--- src/rtl/core/source_char_tokenizer_macros.svh ---
// assertion macros shared by the tokenizer modules
// every macro samples on clk and is disabled while rst_n is low
`ifndef SOURCE_CHAR_TOKENIZER_MACROS_SVH
`define SOURCE_CHAR_TOKENIZER_MACROS_SVH

// condition in this cycle implies consequence in the same cycle
`define SCT_ASSERT_NOW(label, cond, conseq, msg) \
    label: assert property (@(posedge clk) disable iff (!rst_n) (cond) |-> (conseq)) \
        else $error(msg);

// condition in this cycle implies consequence in the next cycle
`define SCT_ASSERT_NEXT(label, cond, conseq, msg) \
    label: assert property (@(posedge clk) disable iff (!rst_n) (cond) |=> (conseq)) \
        else $error(msg);

`endif

--- src/rtl/core/sct_pkg.sv ---
// types, codes and byte classes for the source character tokenizer
// no dependencies
package sct_pkg;

    // token kinds on the result side
    typedef enum logic [2:0] {
        KIND_NAME = 3'd0,
        KIND_NUM  = 3'd1,
        KIND_STR  = 3'd2,
        KIND_OP   = 3'd3,
        KIND_ERR  = 3'd4,
        KIND_END  = 3'd5
    } sct_kind_t;

    // lexer modes between bytes
    typedef enum logic [2:0] {
        MODE_IDLE    = 3'd0,
        MODE_NAME    = 3'd1,
        MODE_NUM     = 3'd2,
        MODE_STR     = 3'd3,
        MODE_OP2     = 3'd4,
        MODE_COMMENT = 3'd5
    } sct_mode_t;

    // front sequencing: normal run, final byte, end marker
    typedef enum logic [1:0] {
        PH_RUN  = 2'd0,
        PH_LAST = 2'd1,
        PH_MARK = 2'd2
    } sct_phase_t;

    typedef struct packed {
        logic [7:0] char_in;
        logic       source_end;
    } sct_in_t;

    typedef struct packed {
        logic [7:0] char_out;
        sct_kind_t  kind;
        logic       token_first;
        logic       token_last;
        logic       is_keyword;
    } sct_out_t;

    // write request from front to result queue
    typedef struct packed {
        logic     valid;
        sct_out_t data;
    } sct_qwr_t;

    localparam logic [7:0] CH_QUOTE  = 8'h22;
    localparam logic [7:0] CH_BSLASH = 8'h5C;
    localparam logic [7:0] CH_SLASH  = 8'h2F;
    localparam logic [7:0] CH_LF     = 8'h0A;
    localparam logic [7:0] CH_CR     = 8'h0D;
    localparam logic [7:0] CH_SPACE  = 8'h20;
    localparam logic [7:0] CH_TAB    = 8'h09;
    localparam logic [7:0] CH_DOLLAR = 8'h24;
    localparam logic [7:0] CH_UNDER  = 8'h5F;
    localparam logic [7:0] CH_DOT    = 8'h2E;
    localparam logic [7:0] CH_EQ     = 8'h3D;
    localparam logic [7:0] CH_LT     = 8'h3C;
    localparam logic [7:0] CH_GT     = 8'h3E;
    localparam logic [7:0] CH_BANG   = 8'h21;
    localparam logic [7:0] CH_STAR   = 8'h2A;

    localparam logic [3:0] NAME_LEN_MAX = 4'd15;
    localparam logic [3:0] KW_LONG_LEN  = 4'd7;
    localparam logic [3:0] KW_SHORT_LEN = 4'd2;

    function automatic logic is_letter(input logic [7:0] c);
        return (c >= 8'h41 && c <= 8'h5A) || (c >= 8'h61 && c <= 8'h7A) ||
               c == CH_UNDER || c == CH_DOLLAR;
    endfunction

    function automatic logic is_numch(input logic [7:0] c);
        return (c >= 8'h30 && c <= 8'h39) || c == CH_DOT;
    endfunction

    function automatic logic is_space(input logic [7:0] c);
        return c == CH_SPACE || c == CH_LF || c == CH_CR || c == CH_TAB;
    endfunction

    // < % > = + - * / ^ ~ ! ( ) [ ] { } ; ,
    function automatic logic is_single_op(input logic [7:0] c);
        logic hit;
        case (c) inside
            8'h3C, 8'h25, 8'h3E, 8'h3D, 8'h2B, 8'h2D, 8'h2A, 8'h2F, 8'h5E, 8'h7E,
            8'h21, 8'h28, 8'h29, 8'h5B, 8'h5D, 8'h7B, 8'h7D, 8'h3B, 8'h2C:
                hit = 1'b1;
            default:
                hit = 1'b0;
        endcase
        return hit;
    endfunction

    // >= <= == != **
    function automatic logic is_pair(input logic [7:0] a, input logic [7:0] b);
        if (b == CH_EQ)
            return a == CH_GT || a == CH_LT || a == CH_EQ || a == CH_BANG;
        return a == CH_STAR && b == CH_STAR;
    endfunction

    // letters of the long keyword by position
    function automatic logic [7:0] kw_long_char(input logic [2:0] pos);
        logic [7:0] c;
        unique case (pos)
            3'd0:    c = "e";
            3'd1:    c = "x";
            3'd2:    c = "h";
            3'd3:    c = "a";
            3'd4:    c = "u";
            3'd5:    c = "s";
            3'd6:    c = "t";
            default: c = 8'h00;
        endcase
        return c;
    endfunction

endpackage

--- src/rtl/core/source_char_tokenizer.sv ---
// source character tokenizer: labels each source byte with token kind and flags
// a byte's result is written to the queue at the edge that accepts the next byte and reaches the
// result port once earlier results are popped; one byte per cycle while the queue is not full
// a final byte holds full high while its own result and then the end marker are written
// a full result queue holds full high; rst_n clears lexer state and queue asynchronously
// depends on sct_pkg, sct_front and sct_result_queue

module source_char_tokenizer
    import sct_pkg::*;
#(
    parameter int DEPTH = 4
)
(
    input  logic     clk,
    input  logic     rst_n,
    input  logic     push,
    input  sct_in_t  item,
    output logic     full,
    output logic     empty,
    input  logic     pop,
    output sct_out_t token
);

    sct_qwr_t qwr;
    logic     q_full;

    // classifier with one byte of lookahead
    sct_front u_front (
        .clk    (clk),
        .rst_n  (rst_n),
        .push   (push),
        .item   (item),
        .q_full (q_full),
        .full   (full),
        .qwr    (qwr)
    );

    // result queue toward the consumer
    sct_result_queue #(
        .DEPTH (DEPTH)
    ) u_queue (
        .clk    (clk),
        .rst_n  (rst_n),
        .qwr    (qwr),
        .pop    (pop),
        .q_full (q_full),
        .empty  (empty),
        .token  (token)
    );

endmodule

--- src/rtl/core/sct_front.sv ---
// front end: holds one byte of lookahead, classifies it and tracks lexer state
// depends on sct_pkg and source_char_tokenizer_macros.svh
`include "source_char_tokenizer_macros.svh"

module sct_front
    import sct_pkg::*;
(
    input  logic     clk,
    input  logic     rst_n,
    input  logic     push,
    input  sct_in_t  item,
    input  logic     q_full,
    output logic     full,
    output sct_qwr_t qwr
);

    sct_phase_t phase_reg, phase_next;
    logic [7:0] held_byte_reg, held_byte_next;
    logic       held_valid_reg, held_valid_next;
    sct_mode_t  mode_reg, mode_next;
    logic [7:0] psb_reg, psb_next;
    logic [2:0] km_reg, km_next;
    logic [3:0] nl_reg, nl_next;
    logic       err_reg, err_next;

    logic       step;
    logic       active;
    logic       has_next;
    logic [7:0] nx;

    // lexer results for the held byte
    logic       p_emit;
    sct_out_t   p_out;
    sct_mode_t  p_mode;
    logic [7:0] p_psb;
    logic [2:0] p_km;
    logic [3:0] p_nl;
    logic       p_err;

    // name tracking helpers
    logic       in_name;
    logic       first;
    logic       more;
    logic [2:0] km_base;
    logic [3:0] nl_base;
    logic [2:0] km_upd;
    logic [3:0] nl_upd;
    logic       str_close;
    logic [7:0] b;

    assign b = held_byte_reg;

    // phase next state
    always_comb
    begin
        phase_next = phase_reg;
        unique case (phase_reg)
            PH_RUN:
            begin
                if (step && item.source_end)
                    phase_next = PH_LAST;
            end
            PH_LAST:
            begin
                if (step)
                    phase_next = PH_MARK;
            end
            PH_MARK:
            begin
                if (step)
                    phase_next = PH_RUN;
            end
            default:
                phase_next = PH_RUN;
        endcase
    end

    // phase outputs: when to work and which lookahead applies
    always_comb
    begin
        full     = 1'b1;
        step     = 1'b0;
        active   = 1'b0;
        has_next = 1'b0;
        nx       = item.char_in;
        unique case (phase_reg)
            PH_RUN:
            begin
                full     = q_full;
                step     = push && !q_full;
                active   = held_valid_reg;
                has_next = 1'b1;
            end
            PH_LAST:
            begin
                step   = !q_full;
                active = held_valid_reg;
            end
            PH_MARK:
            begin
                step = !q_full;
            end
            default:
            begin
                full = 1'b1;
            end
        endcase
    end

    // keyword tracking for a name byte
    always_comb
    begin
        first   = (mode_reg == MODE_IDLE);
        km_base = first ? 3'b111 : km_reg;
        nl_base = first ? 4'd0 : nl_reg;
        km_upd  = km_base;
        if (nl_base >= KW_LONG_LEN || kw_long_char(nl_base[2:0]) != b)
            km_upd[0] = 1'b0;
        if (nl_base >= KW_SHORT_LEN || (nl_base[0] ? 8'("o") : 8'("d")) != b)
            km_upd[1] = 1'b0;
        if (nl_base >= KW_SHORT_LEN || (nl_base[0] ? 8'("f") : 8'("i")) != b)
            km_upd[2] = 1'b0;
        nl_upd = (nl_base == NAME_LEN_MAX) ? NAME_LEN_MAX : nl_base + 4'd1;
    end

    // classify the held byte against the lookahead byte
    always_comb
    begin
        p_emit    = 1'b0;
        p_out     = '{char_out: b, kind: KIND_OP, token_first: 1'b0,
                      token_last: 1'b0, is_keyword: 1'b0};
        p_mode    = mode_reg;
        p_psb     = psb_reg;
        p_km      = km_reg;
        p_nl      = nl_reg;
        p_err     = err_reg;
        in_name   = mode_reg == MODE_NAME || (mode_reg == MODE_IDLE && is_letter(b));
        more      = 1'b0;
        str_close = b == CH_QUOTE && psb_reg != CH_BSLASH;
        if (active && !err_reg)
        begin
            case (mode_reg)
                MODE_STR:
                begin
                    p_emit           = 1'b1;
                    p_out.kind       = KIND_STR;
                    p_out.token_last = str_close || !has_next;
                    p_mode           = str_close ? MODE_IDLE : MODE_STR;
                    p_psb            = b;
                end
                MODE_OP2:
                begin
                    p_emit           = 1'b1;
                    p_out.kind       = KIND_OP;
                    p_out.token_last = 1'b1;
                    p_mode           = MODE_IDLE;
                end
                MODE_COMMENT:
                begin
                    if (b == CH_LF || b == CH_CR)
                        p_mode = MODE_IDLE;
                end
                default:
                begin
                    if (in_name)
                    begin
                        more              = has_next && is_letter(nx);
                        p_km              = km_upd;
                        p_nl              = nl_upd;
                        p_emit            = 1'b1;
                        p_out.kind        = KIND_NAME;
                        p_out.token_first = first;
                        p_out.token_last  = !more;
                        p_out.is_keyword  = !more &&
                            ((km_upd[0] && nl_upd == KW_LONG_LEN) ||
                             ((km_upd[1] || km_upd[2]) && nl_upd == KW_SHORT_LEN));
                        p_mode            = more ? MODE_NAME : MODE_IDLE;
                    end
                    else if (mode_reg == MODE_NUM || is_numch(b))
                    begin
                        more              = has_next && is_numch(nx);
                        p_emit            = 1'b1;
                        p_out.kind        = KIND_NUM;
                        p_out.token_first = first;
                        p_out.token_last  = !more;
                        p_mode            = more ? MODE_NUM : MODE_IDLE;
                    end
                    else if (b == CH_QUOTE)
                    begin
                        p_emit            = 1'b1;
                        p_out.kind        = KIND_STR;
                        p_out.token_first = 1'b1;
                        p_out.token_last  = !has_next;
                        p_psb             = b;
                        p_mode            = MODE_STR;
                    end
                    else if (is_space(b))
                    begin
                        p_mode = MODE_IDLE;
                    end
                    else if (b == CH_SLASH && has_next && nx == CH_SLASH)
                    begin
                        p_mode = MODE_COMMENT;
                    end
                    else if (has_next && is_pair(b, nx))
                    begin
                        p_emit            = 1'b1;
                        p_out.kind        = KIND_OP;
                        p_out.token_first = 1'b1;
                        p_mode            = MODE_OP2;
                    end
                    else if (is_single_op(b))
                    begin
                        p_emit            = 1'b1;
                        p_out.kind        = KIND_OP;
                        p_out.token_first = 1'b1;
                        p_out.token_last  = 1'b1;
                        p_mode            = MODE_IDLE;
                    end
                    else
                    begin
                        p_emit            = 1'b1;
                        p_out.kind        = KIND_ERR;
                        p_out.token_first = 1'b1;
                        p_out.token_last  = 1'b1;
                        p_err             = 1'b1;
                        p_mode            = MODE_IDLE;
                    end
                end
            endcase
        end
    end

    // state update and queue write request
    always_comb
    begin
        held_byte_next  = held_byte_reg;
        held_valid_next = held_valid_reg;
        mode_next       = mode_reg;
        psb_next        = psb_reg;
        km_next         = km_reg;
        nl_next         = nl_reg;
        err_next        = err_reg;
        qwr.valid       = 1'b0;
        qwr.data        = p_out;
        if (step)
        begin
            if (phase_reg == PH_MARK)
            begin
                qwr.valid       = 1'b1;
                qwr.data        = '{char_out: 8'h00, kind: KIND_END, token_first: 1'b1,
                                    token_last: 1'b1, is_keyword: 1'b0};
                held_byte_next  = 8'h00;
                held_valid_next = 1'b0;
                mode_next       = MODE_IDLE;
                psb_next        = 8'h00;
                km_next         = 3'b111;
                nl_next         = 4'd0;
                err_next        = 1'b0;
            end
            else
            begin
                qwr.valid = p_emit;
                mode_next = p_mode;
                psb_next  = p_psb;
                km_next   = p_km;
                nl_next   = p_nl;
                err_next  = p_err;
                if (phase_reg == PH_RUN)
                begin
                    held_byte_next  = item.char_in;
                    held_valid_next = 1'b1;
                end
            end
        end
    end

    // state registers
    always_ff @(posedge clk or negedge rst_n)
    begin
        if (!rst_n)
        begin
            phase_reg      <= PH_RUN;
            held_byte_reg  <= 8'h00;
            held_valid_reg <= 1'b0;
            mode_reg       <= MODE_IDLE;
            psb_reg        <= 8'h00;
            km_reg         <= 3'b111;
            nl_reg         <= 4'd0;
            err_reg        <= 1'b0;
        end
        else
        begin
            phase_reg      <= phase_next;
            held_byte_reg  <= held_byte_next;
            held_valid_reg <= held_valid_next;
            mode_reg       <= mode_next;
            psb_reg        <= psb_next;
            km_reg         <= km_next;
            nl_reg         <= nl_next;
            err_reg        <= err_next;
        end
    end

    `SCT_ASSERT_NEXT(a_last_then_mark, step && phase_reg == PH_LAST, phase_reg == PH_MARK, "final byte not followed by end marker")
    `SCT_ASSERT_NEXT(a_mark_resets, step && phase_reg == PH_MARK, !held_valid_reg && !err_reg && mode_reg == MODE_IDLE, "state not cleared after end marker")
    `SCT_ASSERT_NOW(a_quiet_after_error, err_reg && phase_reg != PH_MARK, !qwr.valid, "request issued after an error")

endmodule

--- src/rtl/core/sct_result_queue.sv ---
// back end: short result queue between the classifier and the result port
// depends on sct_pkg and source_char_tokenizer_macros.svh
`include "source_char_tokenizer_macros.svh"

module sct_result_queue
    import sct_pkg::*;
#(
    parameter int DEPTH = 4
)
(
    input  logic     clk,
    input  logic     rst_n,
    input  sct_qwr_t qwr,
    input  logic     pop,
    output logic     q_full,
    output logic     empty,
    output sct_out_t token
);

    localparam int PW = (DEPTH > 1) ? $clog2(DEPTH) : 1;
    localparam int CW = $clog2(DEPTH + 1);
    localparam logic [PW-1:0] LAST_SLOT = PW'(DEPTH - 1);
    localparam logic [CW-1:0] CNT_MAX   = CW'(DEPTH);

    sct_out_t      buf_reg [DEPTH];
    logic [PW-1:0] wr_ptr_reg, wr_ptr_next;
    logic [PW-1:0] rd_ptr_reg, rd_ptr_next;
    logic [CW-1:0] cnt_reg, cnt_next;
    logic          wr_en;
    logic          rd_en;

    assign q_full = (cnt_reg == CNT_MAX);
    assign empty  = (cnt_reg == '0);
    assign wr_en  = qwr.valid && !q_full;
    assign rd_en  = pop && !empty;
    assign token  = buf_reg[rd_ptr_reg];

    // pointer and fill count update
    always_comb
    begin
        wr_ptr_next = wr_ptr_reg;
        rd_ptr_next = rd_ptr_reg;
        cnt_next    = cnt_reg;
        if (wr_en)
            wr_ptr_next = (wr_ptr_reg == LAST_SLOT) ? '0 : wr_ptr_reg + 1'b1;
        if (rd_en)
            rd_ptr_next = (rd_ptr_reg == LAST_SLOT) ? '0 : rd_ptr_reg + 1'b1;
        if (wr_en && !rd_en)
            cnt_next = cnt_reg + 1'b1;
        else if (rd_en && !wr_en)
            cnt_next = cnt_reg - 1'b1;
    end

    // control registers
    always_ff @(posedge clk or negedge rst_n)
    begin
        if (!rst_n)
        begin
            wr_ptr_reg <= '0;
            rd_ptr_reg <= '0;
            cnt_reg    <= '0;
        end
        else
        begin
            wr_ptr_reg <= wr_ptr_next;
            rd_ptr_reg <= rd_ptr_next;
            cnt_reg    <= cnt_next;
        end
    end

    // result storage
    always_ff @(posedge clk)
    begin
        if (wr_en)
            buf_reg[wr_ptr_reg] <= qwr.data;
    end

    `SCT_ASSERT_NOW(a_no_drop, qwr.valid, !q_full, "result request while queue full")
    `SCT_ASSERT_NOW(a_cnt_bound, 1'b1, cnt_reg <= CNT_MAX, "fill count beyond depth")
    `SCT_ASSERT_NEXT(a_cnt_grow, wr_en && !rd_en, cnt_reg == $past(cnt_reg) + 1'b1, "fill count did not grow on write")

endmodule

--- config.mk ---
export PLATFORM = sky130hd
export DESIGN_NAME = source_char_tokenizer
export DESIGN_NICKNAME = d
export VERILOG_FILES = /design/src/rtl/core/sct_pkg.sv /design/src/rtl/core/source_char_tokenizer.sv /design/src/rtl/core/sct_front.sv /design/src/rtl/core/sct_result_queue.sv
export VERILOG_INCLUDE_DIRS = /design/src /design/src/rtl/core
export SDC_FILE = /design/constraint.sdc
export NUM_CORES = 1
export LEC_CHECK = 0
export BUFFER_PORTS_ARGS = -buffer_cell sky130_fd_sc_hd__buf_4
export CORE_UTILIZATION = 60
export DETAILED_ROUTE_END_ITERATION = 8
export PLACE_DENSITY = 0.78
export SLEW_MARGIN = 20
export SYNTH_ARGS = -nofsm -noshare
export SYNTH_HDL_FRONTEND = slang
export SYNTH_SLANG_ARGS = --single-unit
--- constraint.sdc ---
create_clock -name clk -period 5 [get_ports clk]
set_input_delay 0.5 -clock clk [delete_from_list [all_inputs] [get_ports clk]]
set_output_delay 0.5 -clock clk [all_outputs]
set_load 0.05 [all_outputs]
Word-level counts from Yosys, hierarchy flattened
Memory sizes are Yosys's and may differ from the RTL's.
Index checks and enable logic that the tools add are counted.
Operators by class
  $lt $le $gt $ge: 14
  reductions and logical operators: 76
  mux-type cells: 114
  add/subtract/negate cells: 5
  equal/unequal tests: 71
Operator list (count)
  $eq A8 B6 Y1 const B: 22
  $eq A8 B7 Y1 const B: 8
  $mux W1: 58
  $mux W8: 7
  $pmux W7 S7: 1
  $mux W3: 16
  $mux W4: 9
  $ge A8 B7 Y1 const B: 4
  $le A8 B7 Y1 const B: 4
  $mux W5: 6
  $eq A8 B4 Y1 const B: 3
  $logic_and A1 B1 Y1: 24
  $logic_or A1 B1 Y1: 23
  $reduce_or A19 Y1: 1
  $eq A3 B3 Y1 const B: 6
  $ge A8 B6 Y1 const B: 2
  $le A8 B6 Y1 const B: 2
  $ne A8 B8 Y1: 2
  $pmux W8 S2: 1
  $mux W15: 1
  $mux W14: 1
  $mux W2: 7
  $ne A2 B2 Y1 const B: 7
  $eq A3 B2 Y1 const B: 4
  35 further kinds: 61
Storage, ports and cells
  output and inout port bits: 16
  bits in writable memories: 56
  memories kept: 1
  register bits after elaboration: 37
Memories
  u_queue.buf_reg: words 4, bits a word 14, rd ports 1, clocked after memory_dff 0, wr ports 1, line sct_result_queue.sv:25  | sct_out_t buf_reg [DEPTH];

Depth between registers and ports, before layout
Gate-level depths: netlist of the first run.
  word-level depth: 44
  gate-level depth with buffers: 14
  mapped depth without buffers: 13

Hierarchy
A second synthesis of the first run with hierarchy kept.
Unflattened totals
  cell total of the unflattened synthesis: 471
  area total of the unflattened synthesis: 5205.0 µm²
Modules (own cells, without submodules)
  sct_front: instances 1, area each 2743.9 µm², cells an instance 361
  sct_result_queue: instances 1, area each 2461.1 µm², cells an instance 110

Worst setup path before layout of the first run
OpenSTA, ideal clock, no wires.
  path kind: reg2reg
  from: reg u_front.phase_reg[0]
  to: reg u_queue.cnt_reg[2]
  setup slack: 1.922 ns
  required time: 4.921 ns
  library setup time: 0.079 ns
  arrival: 2.999 ns
  stages on the path, launching flop included: 14
  path buffers: 1
  cells stage by stage: dfrtp_1 -> inv_1 -> ha_1 -> a21oi_1 -> nor3_1 -> clkbuf_1 -> o21ai_0 -> a21oi_1 -> ha_1 -> inv_1 -> fa_1 -> xor2_1 -> nor2_1 -> xor2_1
Between the ends
  longest elaborated chain between the ends: 17
Ends and longest elaborated chain
  start, declared: line sct_front.sv:17  | sct_phase_t phase_reg, phase_next;
  start signal, assigned: line sct_front.sv:294  | phase_reg <= phase_next;
  $logic_not A2 Y1: line sct_front.sv:86  | unique case (phase_reg)
  $mux W1: line sct_front.sv:86
  $logic_and A1 B1 Y1 (2 in a row): line sct_front.sv:201  | else if (b == CH_SLASH && has_next && nx == CH_SLASH)
  $mux W1: line sct_front.sv:201
  $mux W1: line sct_front.sv:197  | else if (is_space(b))
  $mux W1: line sct_front.sv:188  | else if (b == CH_QUOTE)
  $mux W1: line sct_front.sv:179  | else if (mode_reg == MODE_NUM || is_numch(b))
  $mux W1: line sct_front.sv:165  | if (in_name)
  $pmux W1 S2: line sct_front.sv:142  | case (mode_reg)
  $mux W1: line sct_front.sv:140  | if (active && !err_reg)
  $mux W1: line sct_front.sv:248  | if (phase_reg == PH_MARK)
  $mux W15 *: line sct_front.sv:246  | if (step)
  $logic_and A1 B1 Y1 *: line sct_result_queue.sv:34  | assign wr_en = qwr.valid && !q_full;
  net u_queue.wr_en: line sct_result_queue.sv:29  | logic wr_en;
  $logic_not A1 Y1: line sct_result_queue.sv:50  | else if (rd_en && !wr_en)
  $logic_and A1 B1 Y1: line sct_result_queue.sv:50
  $reduce_bool A2 Y1 (no line)
  end signal, assigned: line sct_result_queue.sv:67  | cnt_reg <= cnt_next;
  end, declared: line sct_result_queue.sv:28  | logic [CW-1:0] cnt_reg, cnt_next;
Mark *: on every way through the listed nets, which the timed path passes. The rest lies on a longest branch.
A chain may end at the register's enable or synchronous reset.

Worst setup path in the final report of the first run
  from: reg u_front.held_byte_reg[0], in the netlist u_front.b[0]
  to: reg u_queue.cnt_reg[2]
Between the ends
  longest elaborated chain between the ends: 16
Ends and longest elaborated chain
  start, declared: line sct_front.sv:18  | logic [7:0] held_byte_reg, held_byte_next;
  start signal, assigned: line sct_front.sv:295  | held_byte_reg <= held_byte_next;
  $ge A8 B7 Y1, or another cell as far along: line sct_pkg.sv:72  | return (c >= 8'h41 && c <= 8'h5A) || (c >= 8'h61 && c <= 8'h7A) ||
  $logic_and A1 B1 Y1, or another cell as far along: line sct_pkg.sv:72
  $logic_or A1 B1 Y1, or another cell as far along (2 in a row): line sct_pkg.sv:72
  $logic_or A1 B1 Y1 or $mux W1 (tied branches): line sct_pkg.sv:73, sct_front.sv:197
  $logic_and A1 B1 Y1 or $mux W1 (tied branches): line sct_front.sv:137, sct_front.sv:188
  $logic_or A1 B1 Y1 or $mux W1 (tied branches): line sct_front.sv:137, sct_front.sv:179
  $mux W1 *: line sct_front.sv:165
  $pmux W1 S2 *: line sct_front.sv:142
  $mux W1 *: line sct_front.sv:140
  $mux W1 *: line sct_front.sv:248
  $mux W15 *: line sct_front.sv:246
  $logic_and A1 B1 Y1 *: line sct_result_queue.sv:34
  net u_queue.wr_en: line sct_result_queue.sv:29
  $logic_not A1 Y1: line sct_result_queue.sv:50
  $logic_and A1 B1 Y1: line sct_result_queue.sv:50
  $reduce_bool A2 Y1 (no line)
Marked as above.

==> run summary, run 1 <==
The run finished with clean final reports. The tool flagged a number of max-cap violations equal to 0. The total routing resource utilization after global routing came out at 28.1%. The tree is rooted in a sky130_fd_sc_hd__clkbuf_8.

Using the TritonRoute via totals, the vias-per-cell ratio works out to about 6.8. The layout overhead on the synthesized area came out at 8.29%. Setup repair after global routing left no endpoint under its margin. The floorplan core area came out at 8720 um2.

The detail-routed net length per standard cell is around 21 um. The number of remaining DRC errors came out at 0. The filler cells instantiated in the layout total 649. Synthesis instantiated between 70 and 80 different standard cells from the library.

The synthesized netlist occupies a cell area of about 5400 um2. The total overflow left after global routing is 0. Gates resized during post-CTS repair numbered 0.

Summing the sequential cell areas from Yosys gives 48.3% of the chip area. The final estimated routing congestion in global placement came out at between 0.9 and 1. TritonCTS created 9 clock buffers.

STA classifies the critical path startpoint as a flop. The total detailed-routing wirelength came out at ~13000 um. The pre-CTS setup slack is ~1400 ps. The net count after synthesis came out at roughly 520. The maximum operating frequency came out at around 270 MHz.

The number of H-tree branching levels came out at 3. In this run the core area contains 34 standard-cell rows. By startpoint and endpoint, the worst setup path is classified as reg -> reg. The clock period minus worst slack came out at 3720 ps. During synthesis, Yosys emitted a total of 0 warnings.

The effective utilization at floorplan came out at 61.9%. The peak supply drop is between 0.3 and 0.4 mV. The clock passes through at most 2 buffers. Dividing total power by cell area gives a power density of around 700 nW/um2. The number of antenna violations at the first check in global routing is 0. The total vias in the final route came out at 4204. The count of buffers added by post-CTS timing repair for setup is 0.

After the first detailed-routing iteration, the DRC count stood at between 300 and 400. Along the worst path, the maximum fanout reaches 25. STA classifies the critical path endpoint as a flop. The worst-case setup margin in the final layout came out at around 1300 ps. Dividing the final minimum period by the clock period gives 74.4%. The horizontal extent of the die is about 97 um.

The leakage dissipation is between 0.002 and 0.0025 uW. Entering global routing, the biggest net connects 38 pins. The total of endpoints with negative setup slack in the final report is 0. In the final timing run, aggregate negative setup slack is 0 ps. The headroom to the max-slew limit is a little under two fifths. Leaving out fill and tap cells, the most frequent cells in the layout are 56 x sky130_fd_sc_hd__edfxtp_1, 36 x sky130_fd_sc_hd__o21ai_0, 34 x sky130_fd_sc_hd__nor2_1, 34 x sky130_fd_sc_hd__dfrtp_1, 31 x sky130_fd_sc_hd__buf_4.

The clock edge transition at the registers on the reported setup and hold paths is roughly 110 ps. The count of input and output buffers came out at 28. Buffers inserted to repair hold after CTS numbered 0. The synthesized design devotes to its leading area cell type between 30% and 40% of total area. The via count of the first global-routing pass came to about 4000. Yosys mapped a number of flops with a built-in enable equal to between 50 and 60.

The residual antenna-violating net count after detailed routing came out at 0. The final count of pins violating max slew is 0. By area the synthesized netlist is led by sky130_fd_sc_hd__edfxtp_1 31%, sky130_fd_sc_hd__dfrtp_1 16%, sky130_fd_sc_hd__mux4_2 5.8%. The count of endpoints failing hold in the final timing report is 0. Counting every instance in the synthesized netlist gives ~500.

For this run, asynchronously set or reset flops after synthesis account for around 40%. The count of nets after finishing is ~530. The die outline area is around 9400 um2.

Summed over all nets, the half-perimeter wirelength after detailed placement is approximately 9000 um. The required time at the endpoint of the critical path came out at approximately 5300 ps. The library cell used most frequently in the layout, excluding fill and tap cells, is sky130_fd_sc_hd__edfxtp_1. The largest area contributor in the netlist is sky130_fd_sc_hd__edfxtp_1. The insertion delay of the later-clocked pin in the worst-skew pair came out at 360 ps. The reg-to-reg setup timing slack came out at between 1000 and 1500 ps.

The share of layout cells above drive strength 1 is around 16%. The maximum clock skew at final layout came out at approximately 13 ps. The data arrival time of the worst path is approximately 4000 ps. The overall die height came out at approximately 97 um.

The min-delay analysis places its worst path in the category in -> async. The first-pass GRT wire length is around 21000 um. The most common flop cell mapped by yosys is sky130_fd_sc_hd__edfxtp_1. TritonCTS built the clock tree. In this run, synthesis produced a sequential element count of 93.

At the pin with the least slew margin, the transition time is 943 ps. Pin placement for this block handled 29 I/O pins. The flip-flop count of the largest register, all copies and words added is 56. 0 antenna diodes ended up in the layout. The share of the core filled with cells in the final layout is between 60% and 70%. The total clock sinks came out at 93. Dividing the synthesized area by the synthesized cell count gives between 10 and 15 um2. The detailed-routing iteration count for the pre-antenna-repair pass is 5.
## metrics by stage
stage / instance area, um2 / std cells / power, uW / hold WS, ps
after floorplan: 5400 / 496 / 2980 / 204
after global routing: 5850 / 617 / 4330 / 130
after detailed placement: 5640 / 601 / 3540 / 495
after global placement: 5640 / 601 / 3480 / 478
final: 5850 / 617 / 4090 / 90.9
after CTS: 5850 / 617 / 4080 / 117
## power breakdown
part | internal, uW | leakage, uW | switching [uW]
Combinational | 768 | 0.00108 | 1310
Clock | 245 | 0.000109 | 299
Sequential | 1150 | 0.000967 | 321
## layer usage
layer  track usage (%)  routed length [um]  share of wire, %  vias to the layer above
li1                  -                   -                 -                     1927
met1              39.0                5490                43                     2097
met2              46.2                6330                50                      156
met3              4.19                 637               5.0                       24
met4              8.15                 200               1.6                        0
met5                 0                   0                 0                        -
## final timing paths
| path | startpoint | endpoint | cells past startpoint |
|---|---|---|---|
| min reg2reg | u_front.psb_reg[2] | u_front.psb_reg[2] | 1 |
| min in group clk | item[0] | u_front.phase_reg[1] | 4 |
| max reg2reg | u_front.b[0] | u_queue.cnt_reg[2] | 11 |
| min | rst_n | u_queue.cnt_reg[2] | 1 |
| max in group asynchronous | rst_n | u_front.km_reg[0] | 1 |
| max | u_front.b[0] | u_queue.cnt_reg[2] | 11 |
## critical path, cell delays in order, from the launching register on
cell and delay [ps]:
sky130_fd_sc_hd__dfrtp_1 660, sky130_fd_sc_hd__or4b_2 820, sky130_fd_sc_hd__o32a_1 240, sky130_fd_sc_hd__a32oi_2 300, sky130_fd_sc_hd__nor2_1 90, sky130_fd_sc_hd__a21oi_1 320
sky130_fd_sc_hd__ha_1 250, sky130_fd_sc_hd__inv_1 70, sky130_fd_sc_hd__fa_1 430, sky130_fd_sc_hd__xor2_1 170, sky130_fd_sc_hd__nor2_1 110, sky130_fd_sc_hd__xor2_1 190
## cells in the mapped netlist, drive strengths merged, types with 4 or more instances
| library cell | instances |
|---|---|
| or3 | 4 |
| a22oi | 10 |
| a22o | 5 |
| nor3b | 4 |
| nor2b | 4 |
| dfrtp | 34 |
| nand4 | 4 |
| ha | 14 |
| and2 | 13 |
| nor4 | 6 |
| a21oi | 28 |
| nand2 | 29 |
| inv | 14 |
| o221ai | 4 |
| nand2b | 12 |
| mux2i | 5 |
| and3 | 10 |
| a211oi | 5 |
| nor2 | 35 |
| nand3 | 9 |
| o2111ai | 4 |
| nor3 | 16 |
| clkbuf | 29 |
| o31ai | 6 |
| a31oi | 7 |
| nand3b | 5 |
| buf | 5 |
| mux4 | 14 |
| mux2 | 4 |
| o211ai | 4 |
| edfxtp | 56 |
| or4 | 7 |
| o21ai | 37 |
## logic make-up after synthesis
group / share of synthesized area, %
AO/OA/AOI/OAI: 17.8
XOR/XNOR: 0.811
adder cells (fa/ha/maj): 3.61
buffers and inverters: 3.50
flip-flops: 48.3
multiplexers: 7.60
AND/OR/NAND/NOR: 18.3
## layout make-up
class / instances / area [um2] / share of cell area, %
clock inverter: 7 / 87.6 / 1.50
timing repair buffer: 31 / 233 / 3.98
sequential: 93 / 2610 / 44.6
clock buffer: 9 / 124 / 2.12
inverter: 14 / 52.6 / 0.898
multi-input combinational: 355 / 2610 / 44.6
tap: 108 / 135 / 2.31
No activity file was read; power rests on OpenSTA's default activity.
==> run 2, diff against run 1 <==
--- a/config.mk
+++ b/config.mk
@@ -6,10 +6,11 @@
 export SDC_FILE = /design/constraint.sdc
 export NUM_CORES = 1
 export LEC_CHECK = 0
+export ABC_AREA = 1
 export BUFFER_PORTS_ARGS = -buffer_cell sky130_fd_sc_hd__buf_4
 export CORE_UTILIZATION = 60
 export DETAILED_ROUTE_END_ITERATION = 8
-export PLACE_DENSITY = 0.78
+export PLACE_DENSITY = 0.79
 export SLEW_MARGIN = 20
 export SYNTH_ARGS = -nofsm -noshare
 export SYNTH_HDL_FRONTEND = slang
==> constraint.sdc (replaced) <==
create_clock -name clk -period 3.78 [get_ports clk]
set_input_delay 0.378 -clock clk [delete_from_list [all_inputs] [get_ports clk]]
set_output_delay 0.378 -clock clk [all_outputs]
set_load 0.05 [all_outputs]
==> run summary, run 2 <==
The flow ran to the end, and the final reports show no timing, DRC or antenna violations. The final count of pins violating max slew is 0 (unchanged). Yosys attributes the largest share of cell area to sky130_fd_sc_hd__edfxtp_1 32%, sky130_fd_sc_hd__dfrtp_1 16%, sky130_fd_sc_hd__nand2_1 10%.

The library cell used most frequently in the layout, excluding fill and tap cells, is sky130_fd_sc_hd__nand2_1. The first-pass GRT wire length came out at 20300 um (-2.7%). The detailed-routing iteration count for the pre-antenna-repair pass was 5 (unchanged). The sequential standard cell area came to 2610 um2 (unchanged). The number of antenna violations at the first check in global routing is 0 (unchanged). The maximum clock skew at final layout came to 14.9 ps (+1.93 ps).

The maximum operating frequency came out at 327 MHz (+22%). The insertion delay of the later-clocked pin in the worst-skew pair is 360 ps (about the same). The total vias in the final route came out at 4561 (+8.5%). Ranked by instance count, the synthesized netlist is headed by 147 x sky130_fd_sc_hd__nand2_1, 107 x sky130_fd_sc_hd__nor2_1, 67 x sky130_fd_sc_hd__inv_1. The number of H-tree branching levels is 3 (unchanged).

The total clock sinks is 93 (unchanged). The post-synth design cell area came out at 5280 um2 (-2.3%). The count of unique library cells instantiated by Yosys is 34 (-55%). The area used by multi-input combinational logic came out at 2320 um2 (-11%). The pre-CTS setup slack is 761 ps (-595 ps).

The count of nets after finishing is 711 (+34%). Setup repair after global routing left no endpoint under its margin. The biggest fanout along the worst timing path came to 9 (-64%).

The number of maximum-capacitance violations came out at 0 (unchanged). The post-route non-filler standard cell count is 793 (+29%). The count of routing violations after the opening detailed-route iteration is 305 (-12%).

The average size of a mapped cell is 8.09 um2 (-26%). The maximum number of pins on one net before global-route repair is 38 (unchanged). The die outline area came out at 9170 um2 (-2.2%).

The detailed-placement wirelength estimate is 9180 um (+4.0%). The count of endpoints failing hold in the final timing report is 0 (unchanged). The net count after synthesis is 680 (+30%).

The data arrival time of the worst path was 3300 ps (-700 ps). TritonCTS built the clock tree. The detail-routed net length per standard cell came out at 16.3 um (-21%). The flip-flop count of the largest register, all copies and words added is 56 (unchanged). The peak supply drop came out at 0.642 mV (+83%). The required time at the endpoint of the critical path is 4020 ps (-1260 ps).

The average vias per placed instance was 5.75 (-16%). The total routing resource utilization after global routing came to 29.5% (+1.4 points). The path type of the worst min-delay path is in -> reg. The headroom to the max-slew limit is 45.7% (+8.6 points). The top cell types in the final layout, fill and taps aside, are 147 x sky130_fd_sc_hd__nand2_1, 107 x sky130_fd_sc_hd__nor2_1, 67 x sky130_fd_sc_hd__inv_1.

The floorplan core area is 8380 um2 (-3.9%). The biggest area contributor in the post-synthesis netlist is sky130_fd_sc_hd__edfxtp_1. The total detailed-routing wirelength is 12900 um (+1.8%). The overall die height is 95.8 um (-1.1%).

The via count of the first global-routing pass is 4303 (+7.3%). The total negative setup slack came out at 0 ps (unchanged). The synthesized instance count is 652 (+31%). The effective utilization at floorplan came to 63.0% (+1.0 points). The share of the synthesized area in the top cell type is 31.9% (+0.73 points). The count of flip-flops with a built-in enable after synthesis was 56 (unchanged). The most common flop cell mapped by yosys is sky130_fd_sc_hd__edfxtp_1. The number of warning messages in the yosys log is 0 (unchanged).

The sequential-to-total area share from yosys stat came out at 49.5% (+1.1 points). The post-synthesis register bit count came out at 93 (unchanged). The number of placed instances with taps included is 776 (+29%).

The residual antenna-violating net count after detailed routing was 0 (unchanged). The most common cell in the netlist is sky130_fd_sc_hd__nand2_1. The worst-case setup margin in the final layout came out at 721 ps (-560 ps). The top-level I/O count is 29 (unchanged). The share of layout cells above drive strength 1 is 12.2% (-4.1 points). The number of CTS-inserted buffers came out at 9 (unchanged). The area of all placed cells without fillers came out at 5820 um2 (-0.47%).

The tree is rooted in a sky130_fd_sc_hd__clkbuf_8. The horizontal extent of the die is 95.8 um (-1.1%). The category of the worst setup path launch point is a flop.

The transition at the pin with the smallest max-transition slack came out at 813 ps (-130 ps). The worst setup path is captured at a flop. The power density over the cells is 914 nW/um2 (+31%). The critical path in this run is classified as reg -> reg. The fill cell total of the finished layout came to 675 (+4.0%). The number of remaining DRC errors came out at 0 (unchanged).

The share of the core filled with cells in the final layout is 69.5% (+2.4 points). The number of antenna cells inserted came to 0 (unchanged). The clock period minus worst slack is 3060 ps (-660 ps).

The count of input and output buffers is 28 (unchanged). The layout overhead on the synthesized area came out at 10.3%. The clock edge transition at the registers on the reported setup and hold paths is 110 ps (about the same). The proportion of synthesized flip-flops having asynchronous set or reset is 39.8% (unchanged).

The total of endpoints with negative setup slack in the final report came to 0 (unchanged). The worst-case clock buffer depth came out at 2 (unchanged). The ratio of final minimum period to clock period came out at 80.9% (+6.5 points).

The total grt overflow came out at 0 (unchanged). The total number of placement rows came out at 33 (-2.9%). The final estimated routing congestion in global placement is 0.992 (+4.3%). The instance area at placement was 5600 um2 (-0.73%). The leakage dissipation is 0.00270 uW (+25%).
[run 2: cell count changes after synthesis, moves of 9 or more]
cell                       before  now
sky130_fd_sc_hd__and2_1        13    0
sky130_fd_sc_hd__nand3_1        9   49
sky130_fd_sc_hd__nor2_1        34  107
sky130_fd_sc_hd__a22oi_1       10    0
sky130_fd_sc_hd__nand2_2        0    9
sky130_fd_sc_hd__mux4_2        14    0
sky130_fd_sc_hd__o21ai_0       36   53
sky130_fd_sc_hd__nor3_1        16    6
sky130_fd_sc_hd__inv_1         14   67
sky130_fd_sc_hd__nand2_1       29  147
sky130_fd_sc_hd__and3_1        10    0
sky130_fd_sc_hd__nand2b_1      11    0
sky130_fd_sc_hd__o22ai_1        3   23
sky130_fd_sc_hd__clkbuf_1      29   10
[run 2: worst max-delay path, stage by stage (launching register included)]
cell                       delay [ps]
sky130_fd_sc_hd__dfrtp_1          430
sky130_fd_sc_hd__inv_1            100
sky130_fd_sc_hd__ha_1             370
sky130_fd_sc_hd__a21oi_1          110
sky130_fd_sc_hd__nor2_1           150
sky130_fd_sc_hd__nand2_1           90
sky130_fd_sc_hd__inv_1            110
sky130_fd_sc_hd__nand4_1          110
sky130_fd_sc_hd__o21bai_4         230
sky130_fd_sc_hd__nand2_2          100
sky130_fd_sc_hd__ha_1             160
sky130_fd_sc_hd__inv_1             80
sky130_fd_sc_hd__fa_1             440
sky130_fd_sc_hd__a21oi_1          170
sky130_fd_sc_hd__o21ai_0          140
sky130_fd_sc_hd__xnor2_1          150
[run 2: power by group]
part / leakage, uW / internal (uW) / switching, uW
sequential: 0.000968 / 1500 / 237
clock: 0.000105 / 322 / 393
combinational: 0.00163 / 822 / 2050
[run 2: path summary, 6_finish.rpt]
kind                       slack [ps]                  from                  end  cells past startpoint
setup / recovery                  720  u_front.phase_reg[0]   u_queue.cnt_reg[2]                     15
hold / removal                    310               item[8]         u_front.b[7]                      3
setup reg to reg                  720  u_front.phase_reg[0]   u_queue.cnt_reg[2]                     15
hold reg to reg                   490     u_front.km_reg[2]    u_front.km_reg[2]                      2
max in group asynchronous        2880                 rst_n    u_front.km_reg[0]                      2
min in group asynchronous         510                 rst_n  u_front.mode_reg[2]                      2
[run 2: routing by layer]
layer | GRT usage, % | vias to the layer above | part of all wire, %
li1 | - | 2235 | -
met1 | 39.5 | 2119 | 44
met2 | 48.4 | 187 | 47
met3 | 6.32 | 20 | 7.3
met4 | 8.96 | 0 | 1.7
met5 | 0 | - | 0
[run 2: what timing repair did]
action | in CTS | in global routing
buffers inserted | 0 | 0
hold buffers | 1 | 0
hold endpoints to repair | 16 | 0
gates resized for setup | 0 | 0
[run 2: area by class of cell]
cell class,count,area share (%)
sequential,93,44.9
multi-input combinational,470,39.8
inverter,73,4.71
timing repair buffer,36,4.69
tap,105,2.26
clock buffer,9,2.13
clock inverter,7,1.57
[run 2: logic make-up (layout without fill, tap and decap cells)]
kind of cell             after synthesis  in the layout  synth area share, %
flip-flops                            93             93                 49.5
adder cells (fa/ha/maj)               15             15                 3.70
AND/OR/NAND/NOR                      344            344                 28.2
XOR/XNOR                               2              2                0.332
AO/OA/AOI/OAI                        109            109                 11.7
buffers and inverters                 89            125                 6.61
[run 2: stage by stage]
step	power [uW]	hold WS, ps
detailed placement	4580	382
floorplan	3810	82.4
finish	5320	308
global route	5700	303
CTS	5290	297
global placement	4510	376
